**src/rtl/lrp_pkg.sv**
```systemverilog
// ----------------------------------------------------------------------------
// lrp_pkg - shared types and helpers for the relocation patcher
// Relocation type codes, status codes, record/result structs and the
// instruction field insert functions.
// ----------------------------------------------------------------------------
package lrp_pkg;

  localparam int unsigned AddrW    = 64;
  localparam int unsigned WordW    = 32;
  localparam int unsigned SizeW    = 32;
  localparam int unsigned TypeW    = 8;
  localparam int unsigned PaddrW   = 4;
  localparam int unsigned PdataW   = 64;
  localparam logic [AddrW-1:0] PltBaseRst = '0;

  // ELF relocation type numbers
  localparam logic [TypeW-1:0] RtB26         = 8'd66;
  localparam logic [TypeW-1:0] RtPcalaHi20   = 8'd71;
  localparam logic [TypeW-1:0] RtPcalaLo12   = 8'd72;
  localparam logic [TypeW-1:0] RtPcala64Lo20 = 8'd73;
  localparam logic [TypeW-1:0] RtPcala64Hi12 = 8'd74;
  localparam logic [TypeW-1:0] RtGotHi20     = 8'd75;
  localparam logic [TypeW-1:0] RtGotLo12     = 8'd76;
  localparam logic [TypeW-1:0] RtGot64Lo20   = 8'd77;
  localparam logic [TypeW-1:0] RtGot64Hi12   = 8'd78;
  localparam logic [TypeW-1:0] RtCall36      = 8'd110;

  // register byte addresses (8-byte spacing)
  localparam logic [PaddrW-1:0] RegPltBase = 4'h0;

  typedef enum logic [2:0] {
    ST_OK         = 3'd0,
    ST_BAD_OFFSET = 3'd1,
    ST_PLT_ADDEND = 3'd2,
    ST_RANGE      = 3'd3,
    ST_MISALIGN   = 3'd4,
    ST_UNKNOWN    = 3'd5
  } status_e;

  typedef struct packed {
    logic [TypeW-1:0] rtype;
    logic [AddrW-1:0] section_base;
    logic [SizeW-1:0] section_size;
    logic [AddrW-1:0] place_off;
    logic [AddrW-1:0] addend;
    logic [AddrW-1:0] sym_addr;
    logic [31:0]      sym_idx;
    logic [WordW-1:0] insn_word0;
    logic [WordW-1:0] insn_word1;
  } record_t;

  typedef struct packed {
    logic [WordW-1:0] patched_word0;
    logic [WordW-1:0] patched_word1;
    logic [1:0]       words_written;
    status_e          status;
  } result_t;

  function automatic logic [WordW-1:0] put_j20(logic [WordW-1:0] w, logic [19:0] imm);
    return (w & 32'hfe00001f) | {7'd0, imm, 5'd0};
  endfunction

  function automatic logic [WordW-1:0] put_k12(logic [WordW-1:0] w, logic [11:0] imm);
    return (w & 32'hffc003ff) | {10'd0, imm, 10'd0};
  endfunction

  function automatic logic [WordW-1:0] put_k16(logic [WordW-1:0] w, logic [15:0] imm);
    return (w & 32'hfc0003ff) | {6'd0, imm, 10'd0};
  endfunction

  function automatic logic [WordW-1:0] put_d10k16(logic [WordW-1:0] w, logic [25:0] imm);
    return (w & 32'hfc000000) | {6'd0, imm[15:0], imm[25:16]};
  endfunction

endpackage

```
**src/rtl/loongarch_relocation_patcher.sv**
```systemverilog
// ----------------------------------------------------------------------------
// loongarch_relocation_patcher - LoongArch ELF relocation patcher
// Streams relocation records in and patched instruction words out.
// ----------------------------------------------------------------------------
// One relocation record per transfer on the slave stream, one result per
// record on the master stream, in order. A record is captured in an input
// register, evaluated by a single combinational pass (place/target adds,
// PLT slot, range and alignment checks, field insertion) and lands in the
// output register. Throughput is 1 record per cycle without backpressure;
// each of the two pipeline registers frees once its successor takes its
// contents. Backpressure on the master side stalls both stages.
// Record tuser carries the relocation type; result tdata carries the patched
// words, the number of words to write back (0 on error) and the status code.
// The PLT base register sits at APB byte address 0 and must only be
// rewritten while no records are in flight.
// ----------------------------------------------------------------------------
module loongarch_relocation_patcher #(
  parameter logic [lrp_pkg::AddrW-1:0] PltBaseReset = lrp_pkg::PltBaseRst
) (
  input  logic                        clk_i,
  input  logic                        rst_ni,
  // configuration
  input  logic                        psel,
  input  logic                        penable,
  input  logic                        pwrite,
  input  logic [lrp_pkg::PaddrW-1:0]  paddr,
  input  logic [lrp_pkg::PdataW-1:0]  pwdata,
  output logic [lrp_pkg::PdataW-1:0]  prdata,
  output logic                        pready,
  // record stream
  input  logic                        s_axis_tvalid,
  output logic                        s_axis_tready,
  // tdata, from bit 0: section_base[63:0], section_size[95:64],
  // place_off[159:96], addend[223:160], sym_addr[287:224],
  // sym_idx[319:288], insn_word0[351:320], insn_word1[383:352]
  input  logic [383:0]                s_axis_tdata,
  // tuser: rtype[7:0]
  input  logic [7:0]                  s_axis_tuser,
  // result stream
  output logic                        m_axis_tvalid,
  input  logic                        m_axis_tready,
  // tdata, from bit 0: patched_word0[31:0], patched_word1[63:32],
  // words_written[65:64], status[68:66], zero[71:69]
  output logic [71:0]                 m_axis_tdata
);
  import lrp_pkg::*;

  logic [AddrW-1:0] plt_base;
  record_t          rec_d, rec_q;
  result_t          res_d, res_q;
  logic             in_vld_q, out_vld_q;
  logic             out_adv, s_xfer;

  lrp_apb_regs #(
    .PltBaseReset(PltBaseReset)
  ) u_regs (
    .clk_i     (clk_i),
    .rst_ni    (rst_ni),
    .psel      (psel),
    .penable   (penable),
    .pwrite    (pwrite),
    .paddr     (paddr),
    .pwdata    (pwdata),
    .prdata    (prdata),
    .pready    (pready),
    .plt_base_o(plt_base)
  );

  // unpack the incoming record
  always_comb begin
    rec_d.rtype        = s_axis_tuser;
    rec_d.section_base = s_axis_tdata[63:0];
    rec_d.section_size = s_axis_tdata[95:64];
    rec_d.place_off    = s_axis_tdata[159:96];
    rec_d.addend       = s_axis_tdata[223:160];
    rec_d.sym_addr     = s_axis_tdata[287:224];
    rec_d.sym_idx      = s_axis_tdata[319:288];
    rec_d.insn_word0   = s_axis_tdata[351:320];
    rec_d.insn_word1   = s_axis_tdata[383:352];
  end

  // output register frees when empty or being drained this cycle;
  // input register frees when its record moves on
  assign out_adv       = !out_vld_q || m_axis_tready;
  assign s_axis_tready = !in_vld_q || out_adv;
  assign s_xfer        = s_axis_tvalid && s_axis_tready;

  lrp_patch u_patch (
    .rec_i     (rec_q),
    .plt_base_i(plt_base),
    .res_o     (res_d)
  );

  always_ff @(posedge clk_i or negedge rst_ni) begin
    if (!rst_ni) begin
      in_vld_q  <= 1'b0;
      out_vld_q <= 1'b0;
    end else begin
      if (s_xfer) begin
        in_vld_q <= 1'b1;
      end else if (out_adv) begin
        in_vld_q <= 1'b0;
      end
      if (out_adv) begin
        out_vld_q <= in_vld_q;
      end
    end
  end

  // payload registers, no reset
  always_ff @(posedge clk_i) begin
    if (s_xfer) begin
      rec_q <= rec_d;
    end
    if (out_adv && in_vld_q) begin
      res_q <= res_d;
    end
  end

  assign m_axis_tvalid = out_vld_q;
  assign m_axis_tdata  = {3'd0, res_q.status, res_q.words_written,
                          res_q.patched_word1, res_q.patched_word0};

`ifndef SYNTHESIS
  // a result is written back exactly when the status is clean
  a_words_vs_status: assert property (@(posedge clk_i) disable iff (!rst_ni)
    out_vld_q |-> ((res_q.status == ST_OK) == (res_q.words_written != 2'd0)))
    else $error("words_written disagrees with status");

  // two words only come from a successful call36
  a_two_words_ok: assert property (@(posedge clk_i) disable iff (!rst_ni)
    (out_vld_q && res_q.words_written == 2'd2) |-> (res_q.status == ST_OK))
    else $error("two-word writeback with error status");

  // a stalled result is never dropped
  a_out_hold: assert property (@(posedge clk_i) disable iff (!rst_ni)
    (out_vld_q && !m_axis_tready) |=> out_vld_q)
    else $error("stalled result lost");

  // a captured record waits while the output register is blocked
  a_in_hold: assert property (@(posedge clk_i) disable iff (!rst_ni)
    (in_vld_q && !out_adv) |=> (in_vld_q && $stable(rec_q)))
    else $error("input record lost under backpressure");
`endif

endmodule

```
**src/rtl/lrp_apb_regs.sv**
```systemverilog
// ----------------------------------------------------------------------------
// lrp_apb_regs - configuration register file
// Holds the PLT base address, written and read over APB.
// ----------------------------------------------------------------------------
module lrp_apb_regs #(
  parameter logic [lrp_pkg::AddrW-1:0] PltBaseReset = lrp_pkg::PltBaseRst
) (
  input  logic                         clk_i,
  input  logic                         rst_ni,
  input  logic                         psel,
  input  logic                         penable,
  input  logic                         pwrite,
  input  logic [lrp_pkg::PaddrW-1:0]   paddr,
  input  logic [lrp_pkg::PdataW-1:0]   pwdata,
  output logic [lrp_pkg::PdataW-1:0]   prdata,
  output logic                         pready,
  output logic [lrp_pkg::AddrW-1:0]    plt_base_o
);
  import lrp_pkg::*;

  logic [AddrW-1:0] plt_base_q;
  logic             hit_plt;

  // decode on the 8-byte register slot only
  assign hit_plt = (paddr[PaddrW-1:3] == RegPltBase[PaddrW-1:3]);
  assign pready  = 1'b1;
  assign prdata  = hit_plt ? plt_base_q : '0;
  assign plt_base_o = plt_base_q;

  always_ff @(posedge clk_i or negedge rst_ni) begin
    if (!rst_ni) begin
      plt_base_q <= PltBaseReset;
    end else if (psel && penable && pwrite && pready && hit_plt) begin
      plt_base_q <= pwdata;
    end
  end

endmodule

```
**src/rtl/lrp_patch.sv**
```systemverilog
// ----------------------------------------------------------------------------
// lrp_patch - relocation evaluate and patch datapath
// Combinational: address math, range/alignment checks, field insertion.
// ----------------------------------------------------------------------------
module lrp_patch (
  input  lrp_pkg::record_t              rec_i,
  input  logic [lrp_pkg::AddrW-1:0]     plt_base_i,
  output lrp_pkg::result_t              res_o
);
  import lrp_pkg::*;

  logic [AddrW-1:0] place, dest, slot, target, disp, disp_adj;
  logic [AddrW-1:0] at, pdelta;
  logic [36:0]      slot_off;
  logic [SizeW+1:0] end_off;
  logic [3:0]       need;
  logic             known, is_call, is_branch, use_plt, addend_pos;
  logic             off_ok, b26_ok, c36_ok;
  logic [WordW-1:0] r0, r1;
  logic [1:0]       nw;
  status_e          st;

  assign is_call   = (rec_i.rtype == RtCall36);
  assign is_branch = is_call || (rec_i.rtype == RtB26);
  assign known     = is_branch || (rec_i.rtype inside {[RtPcalaHi20:RtGot64Hi12]});

  // place must lie fully inside the section
  assign need    = is_call ? 4'd8 : 4'd4;
  assign end_off = {2'b00, rec_i.place_off[SizeW-1:0]} + {{(SizeW-2){1'b0}}, need};
  assign off_ok  = (rec_i.place_off[AddrW-1:SizeW] == '0) &&
                   (end_off <= {2'b00, rec_i.section_size});

  assign place = rec_i.section_base + rec_i.place_off;
  assign dest  = rec_i.sym_addr + rec_i.addend;

  // PLT slot: plt_base + 24 * index
  assign use_plt    = !rec_i.sym_idx[31];
  assign addend_pos = !rec_i.addend[AddrW-1] && (rec_i.addend != '0);
  assign slot_off   = {1'b0, rec_i.sym_idx, 4'd0} + {2'b00, rec_i.sym_idx, 3'd0};
  assign slot       = plt_base_i + {27'd0, slot_off};
  assign target     = use_plt ? slot : rec_i.sym_addr;
  assign disp       = target + rec_i.addend - place;
  assign disp_adj   = disp + 64'h20000;

  // B26: -2^27 .. 2^27-4
  assign b26_ok = ((disp[63:27] == '0) && (disp[26:0] <= 27'h7fffffc)) ||
                  (disp[63:27] == '1);
  // CALL36: disp + 0x20000 in -2^37 .. 2^37-4
  assign c36_ok = ((disp_adj[63:37] == '0) && (disp_adj[36:0] <= 37'h1ffffffffc)) ||
                  (disp_adj[63:37] == '1);

  // page delta; 64-bit pairs use the pc of the leading pcalau12i
  always_comb begin
    at = place;
    if (rec_i.rtype == RtPcala64Lo20 || rec_i.rtype == RtGot64Lo20) begin
      at = place - 64'd8;
    end else if (rec_i.rtype == RtPcala64Hi12 || rec_i.rtype == RtGot64Hi12) begin
      at = place - 64'd12;
    end
    pdelta = {dest[63:12], 12'd0} - {at[63:12], 12'd0};
    if (dest[11]) begin
      pdelta = pdelta + 64'd4096 - 64'h100000000;
    end
    if (pdelta[31]) begin
      pdelta = pdelta + 64'h100000000;
    end
  end

  always_comb begin
    r0 = rec_i.insn_word0;
    r1 = rec_i.insn_word1;
    nw = 2'd1;
    st = ST_OK;
    if (!known) begin
      st = ST_UNKNOWN;
    end else if (!off_ok) begin
      st = ST_BAD_OFFSET;
    end else if (is_branch) begin
      if (use_plt && addend_pos) begin
        st = ST_PLT_ADDEND;
      end else if (is_call ? !c36_ok : !b26_ok) begin
        st = ST_RANGE;
      end else if (disp[1:0] != 2'b00) begin
        st = ST_MISALIGN;
      end else if (is_call) begin
        r0 = put_j20(rec_i.insn_word0, disp_adj[37:18]);
        r1 = put_k16(rec_i.insn_word1, disp[17:2]);
        nw = 2'd2;
      end else begin
        r0 = put_d10k16(rec_i.insn_word0, disp[27:2]);
      end
    end else begin
      case (rec_i.rtype)
        RtPcalaHi20, RtGotHi20:     r0 = put_j20(rec_i.insn_word0, pdelta[31:12]);
        RtPcalaLo12, RtGotLo12:     r0 = put_k12(rec_i.insn_word0, dest[11:0]);
        RtPcala64Lo20, RtGot64Lo20: r0 = put_j20(rec_i.insn_word0, pdelta[51:32]);
        default:                    r0 = put_k12(rec_i.insn_word0, pdelta[63:52]);
      endcase
    end
    if (st != ST_OK) begin
      r0 = rec_i.insn_word0;
      r1 = rec_i.insn_word1;
      nw = 2'd0;
    end
  end

  assign res_o.patched_word0 = r0;
  assign res_o.patched_word1 = r1;
  assign res_o.words_written = nw;
  assign res_o.status        = st;

endmodule
```
**config.mk**
```make
export PLATFORM = sky130hd
export DESIGN_NAME = loongarch_relocation_patcher
export DESIGN_NICKNAME = d
export VERILOG_FILES = /design/src/rtl/lrp_pkg.sv /design/src/rtl/loongarch_relocation_patcher.sv /design/src/rtl/lrp_apb_regs.sv /design/src/rtl/lrp_patch.sv
export SDC_FILE = /design/constraint.sdc
export NUM_CORES = 2
export LEC_CHECK = 0
export BUFFER_PORTS_ARGS = -buffer_cell sky130_fd_sc_hd__buf_2
export CAP_MARGIN = 20
export CELL_PAD_IN_SITES_DETAIL_PLACEMENT = 0
export CELL_PAD_IN_SITES_GLOBAL_PLACEMENT = 1
export CORE_AREA = 2 2 318 320
export CTS_BUF_LIST = sky130_fd_sc_hd__clkbuf_8
export CTS_CLUSTER_DIAMETER = 100
export DETAILED_ROUTE_END_ITERATION = 8
export DIE_AREA = 0 0 320 322
export PLACE_DENSITY = 0.82
export SLEW_MARGIN = 20
export SYNTH_ARGS = -nofsm -noshare
export SYNTH_HDL_FRONTEND = slang
export SYNTH_SLANG_ARGS = --single-unit
```
**constraint.sdc**
```tcl
create_clock -name clk_i -period 14.4 [get_ports clk_i]
set_clock_uncertainty 0.1 [all_clocks]
set_input_delay 2.16 -clock clk_i [delete_from_list [all_inputs] [get_ports clk_i]]
set_output_delay 2.16 -clock clk_i [all_outputs]
set_load 0.01 [all_outputs]
```
Word-level counts from Yosys, hierarchy flattened
Cells that the tools add are included.

operators by class
  $add $sub $neg = 14
  order comparisons = 5
  eq/ne operators = 12
  muxes and demuxes = 40
  bitwise logic cells = 11
  reductions and logical operators = 36

operators with widths
  operator                count
  $mux 32                 16
  $mux 64                 6
  $add 64x64->64          3
  $sub 64x4->64 const B   2
  $sub 64x64->64          2
  $or 32x25->32           3
  $pmux 32 s3             1
  $eq 8x7->1 const B      10
  $add 64x13->64 const B  1
  $add 64x18->64 const B  1
  $add 64x33->64 const B  1
  $add 64x37->64          1
  $or 32x22->32           2
  $or 32x26->32           2
  $reduce_bool 64->1      1
  $sub 64x33->64 const B  1
  $add 36x35->37          1
  $eq 37x37->1 const B    1
  $le 37x37->1 const B    1
  $logic_not 37->1        1
  $le 34x32->1            1
  $add 32x4->33           1
  $logic_not 32->1        1
  $eq 27x27->1 const B    1
  16 further kinds        57

storage, ports and cells
  register bits = 527
  bits of input ports = 467
  output and inout bits = 139
  word-level logic and storage cells = 135

Depth between registers and ports, before layout
  word-level depth = 18
  mapped depth = 47
  mapped depth without buffers = 42

Modules after synthesis
Synthesis repeated with hierarchy kept, for this count alone.

second synthesis, totals
  cell total of the unflattened synthesis = 4752
  area total of the unflattened synthesis = 45424.8 um^2

modules (own cells, without submodules)
  module                        times used  cells each  area an instance (um^2)  seq. area each (um^2)
  lrp_patch                     1           4070        28309.7                  0.0
  loongarch_relocation_patcher  1           473         13973.4                  13893.3
  lrp_apb_regs                  1           209         3141.8                   1601.5

Worst setup path before layout
Ideal clock, no wire load.

  path type = input-to-reg
  from = in m_axis_tready
  to = reg rec_q[0] (netlist name) (enable)
  setup time = 0.806 ns
  arrival = 11.257 ns
  required time = 13.494 ns
  setup slack = 2.236 ns
  stages on the path = 2
  path buffers = 0
  path through = nand3b_1 and2_1

on the way
  cells in the longest elaborated chain, start to end = 3

RTL lines
  what                    RTL line                             text
  start: declaration      loongarch_relocation_patcher.sv:41   input logic m_axis_tready,
  $logic_or 1x1->1        loongarch_relocation_patcher.sv:84   assign out_adv = !out_vld_q || m_axis_tready;
  $logic_or 1x1->1        loongarch_relocation_patcher.sv:85   assign s_axis_tready = !in_vld_q || out_adv;
  $logic_and 1x1->1       loongarch_relocation_patcher.sv:86   assign s_xfer = s_axis_tvalid && s_axis_tready;
  named net s_xfer        loongarch_relocation_patcher.sv:52   logic out_adv, s_xfer;
  end signal: assignment  loongarch_relocation_patcher.sv:113  rec_q <= rec_d;
  end: declaration        loongarch_relocation_patcher.sv:49   record_t rec_d, rec_q;

The timed path passes the listed nets, and every way through them passes these cells.
A chain may end at the register's enable or synchronous reset.

==> qor.yml <==
die_y_um: 322
tns_ns: 0
firstDrtPassIters: 5
r2r_slack_ns: 1.25
hold_viol: 0
critPathLaunchType: "register"
critical_path.max_fanout: 15
synth_cell_types: 130
cts_buffers: 92
n_fill_cell: 9272
worst_pin_slew_ns: 1.12
synth_area_leaders: "edfxtp_1 (30%), ha_1 (8.6%), xnor2_1 (4.8%)"
rsz0062_at_grt: "false"
die_x_um: 320
boundaryPins: 606
ctsHoldBuffers: 0
multiInputGateArea_sq_um: 29200
post_cts_resize_count: 0
post_drt_via_cell_ratio: 6.07
fin_crit_ns: 13.15
synthesis.area_sq_um: 46400
placed_cells: 6707
path_clk_slew_ns: 0.07
outcome: "complete, no violations"
die-area_sq_um: 103000
ir_drop_uv: 114
register_area_sq_um: 15500
antenna_found_initial: 26
final_nets: 6385
ys_warn_count: 0
maxCapViolCount: 0
grt_usage: 0.306
finalSetupViolCount: 0
grt_pass1_wl_mm: 241
worst_ep_arrival_time_ns: 13.52
synthCells: 4943
synth_edf_count: 461
grt_pass1_vias: 39511
wl_per_cell_um: 23.6
synth_area_leader_cell: "edfxtp_1"
final_cells: 6891
critPathTopFamily: "compound AO/OA/AOI/OAI gates"
post_cts_buffers: 0
slowest_delay_ns: 0.69
vias: 41856
clock-root-buffer: "clkbuf_8"
drt_iter0_drc: 3896
clockBufferDepth: 3
seq_area_frac_synth: 0.334
power.total_uw: 10300
syn2layout_area_growth_pct: 13.4
synth-main-ff-cell: "edfxtp_1"
drc_errors: 0
pwr_density_cell_nw_per_um2: 195
end_kind: "register"
start_util: 0.466
portBuffers: 598
avgSynthCellArea_sq_um: 9.38
htreeDepth: 3
async_flop_share: 0.125
timing.fmax_mhz: 76.0
final_antenna_net_count: 0
hpwl_mm: 134
holdCritPathClass: "reg -> reg"
crit_slowest_cell: "o21ai_0"
grt_max_degree: 87
coreArea_sq_um: 99600
grt.overflow.total: 0
fin_crit_sh: 0.913
critPathKind: "reg -> reg"
gp_congestion: 0.976
critPathRequiredTime_ns: 14.77
row_count: 116
ys_seq_elements: 527
insertion_delay_ns: 0.76
leakage_uw: 0.0217
drt-total-wl_mm: 163
cts_tree: "done"
cts.sinks: 527
final_layout_size_suffix_gt1_frac: 0.179
relSlewSlack: 0.244
slew_viol_final: 0
yosysTopAreaCellShare: 0.299
path_buf_inv: 2
==> routing by layer <==
metal / global-route usage / wire length (um)
met1: 0.428 / 71300
met2: 0.487 / 73600
met3: 0.0452 / 12400
met4: 0.0998 / 5070
met5: 0 / 106
==> worst reg2reg max path: cells and delay by family (launching register included) <==
family / cells / cell delay, ns
compound gates: 20 / 6.25
simple gates: 12 / 2.77
fa+ha+maj: 5 / 2.15
mux: 2 / 0.63
flops: 1 / 0.45
buf+inv: 2 / 0.41
xor+xnor: 1 / 0.14
==> layout make-up <==
class	instances	share of cell area
sequential	527	0.295
tap	1298	0.0309
clock buffer	104	0.0272
inverter	242	0.0173
timing repair buffer	648	0.0643
antenna	13	0.000619
clock inverter	66	0.0100
multi-input combinational	3993	0.555
==> stage by stage <==
| stage | utilization | cell area, sq um | hold WS, ns | setup WS (ns) |
|---|---|---|---|---|
| 2_1_floorplan | - | 46400 | 0.300 | 2.24 |
| 3_3_place_gp | 0.508 | 50600 | 0.301 | 1.64 |
| 3_5_place_dp | 0.508 | 50600 | 0.305 | 1.49 |
| 4_1_cts | 0.528 | 52500 | 0.318 | 1.41 |
| 5_1_grt | 0.528 | 52600 | 0.325 | 0.309 |
| 6_report | 0.528 | 52600 | 0.317 | 1.25 |
==> registers in the layout, indices dropped and copies added, names as in the netlist <==
| name | cells |
|---|---|
| m_axis_tvalid | 1 |
| m_axis_tdata | 69 |
| in_vld_q | 1 |
| rec_q | 392 |
| u_regs.plt_base_o | 64 |
==> cells by family (layout without fill, tap and decap cells) <==
group | Yosys count | in the layout | synth area share
fa+ha+maj | 414 | 414 | 0.127
buf+inv | 425 | 1060 | 0.0374
other cells | 2 | 17 | 0.000162
xor+xnor | 395 | 395 | 0.0755
compound gates | 1362 | 1362 | 0.199
mux | 146 | 146 | 0.0346
flops | 527 | 527 | 0.334
simple gates | 1672 | 1672 | 0.192
==> worst paths after layout <==
| check | start | end | cells after the start |
|---|---|---|---|
| setup / recovery | rec_q[65] | m_axis_tdata[14] | 42 |
| hold / removal | rec_q[61] | m_axis_tdata[29] | 0 |
| setup reg to reg | rec_q[65] | m_axis_tdata[14] | 42 |
| hold reg to reg | rec_q[61] | m_axis_tdata[29] | 0 |
| max in group asynchronous | rst_ni | u_regs.plt_base_o[3] | 2 |
| min in group asynchronous | rst_ni | u_regs.plt_base_o[60] | 1 |
==> cells in the mapped netlist, drive strengths merged (22+ instances only) <==
master and n:
a211o 31, a211oi 59, a21o 175, a21oi 370, a221oi 22, a31oi 52
and2 50, and3 76, and4 37, buf 58, clkbuf 125, dfrtp 66
edfxtp 461, fa 97, ha 317, inv 242, mux2 107, mux2i 39
nand2 359, nand2b 51, nand3 162, nand4 97, nor2 325, nor2b 96
nor3 134, nor4 86, o2111ai 24, o211ai 37, o21a 67, o21ai 254
o21bai 36, o31ai 30, or2 31, or3 54, or4 22, xnor2 253
xor2 140
==> layout by cell type, fill, tap and decap left out, types with 54 or more instances in the layout <==
cell | netlist | final
buf_2 | 37 | 597
edfxtp_1 | 461 | 461
a21oi_1 | 365 | 365
nand2_1 | 356 | 356
nor2_1 | 325 | 325
ha_1 | 317 | 317
inv_1 | 242 | 265
xnor2_1 | 253 | 253
o21ai_0 | 229 | 229
a21o_1 | 175 | 175
nand3_1 | 161 | 161
xor2_1 | 138 | 138
nor3_1 | 131 | 130
clkbuf_8 | 0 | 104
mux2_2 | 98 | 98
fa_1 | 97 | 97
nor2b_1 | 96 | 96
nand4_1 | 95 | 95
and3_1 | 75 | 75
nor4_1 | 78 | 74
o21a_1 | 66 | 66
dfrtp_1 | 66 | 66
or3_1 | 54 | 54
==> report_power, final <==
part	switching [uW]	internal [uW]
logic	4450	2410
registers	124	1810
clock network	657	811
(Power assumes the default switching activity.)
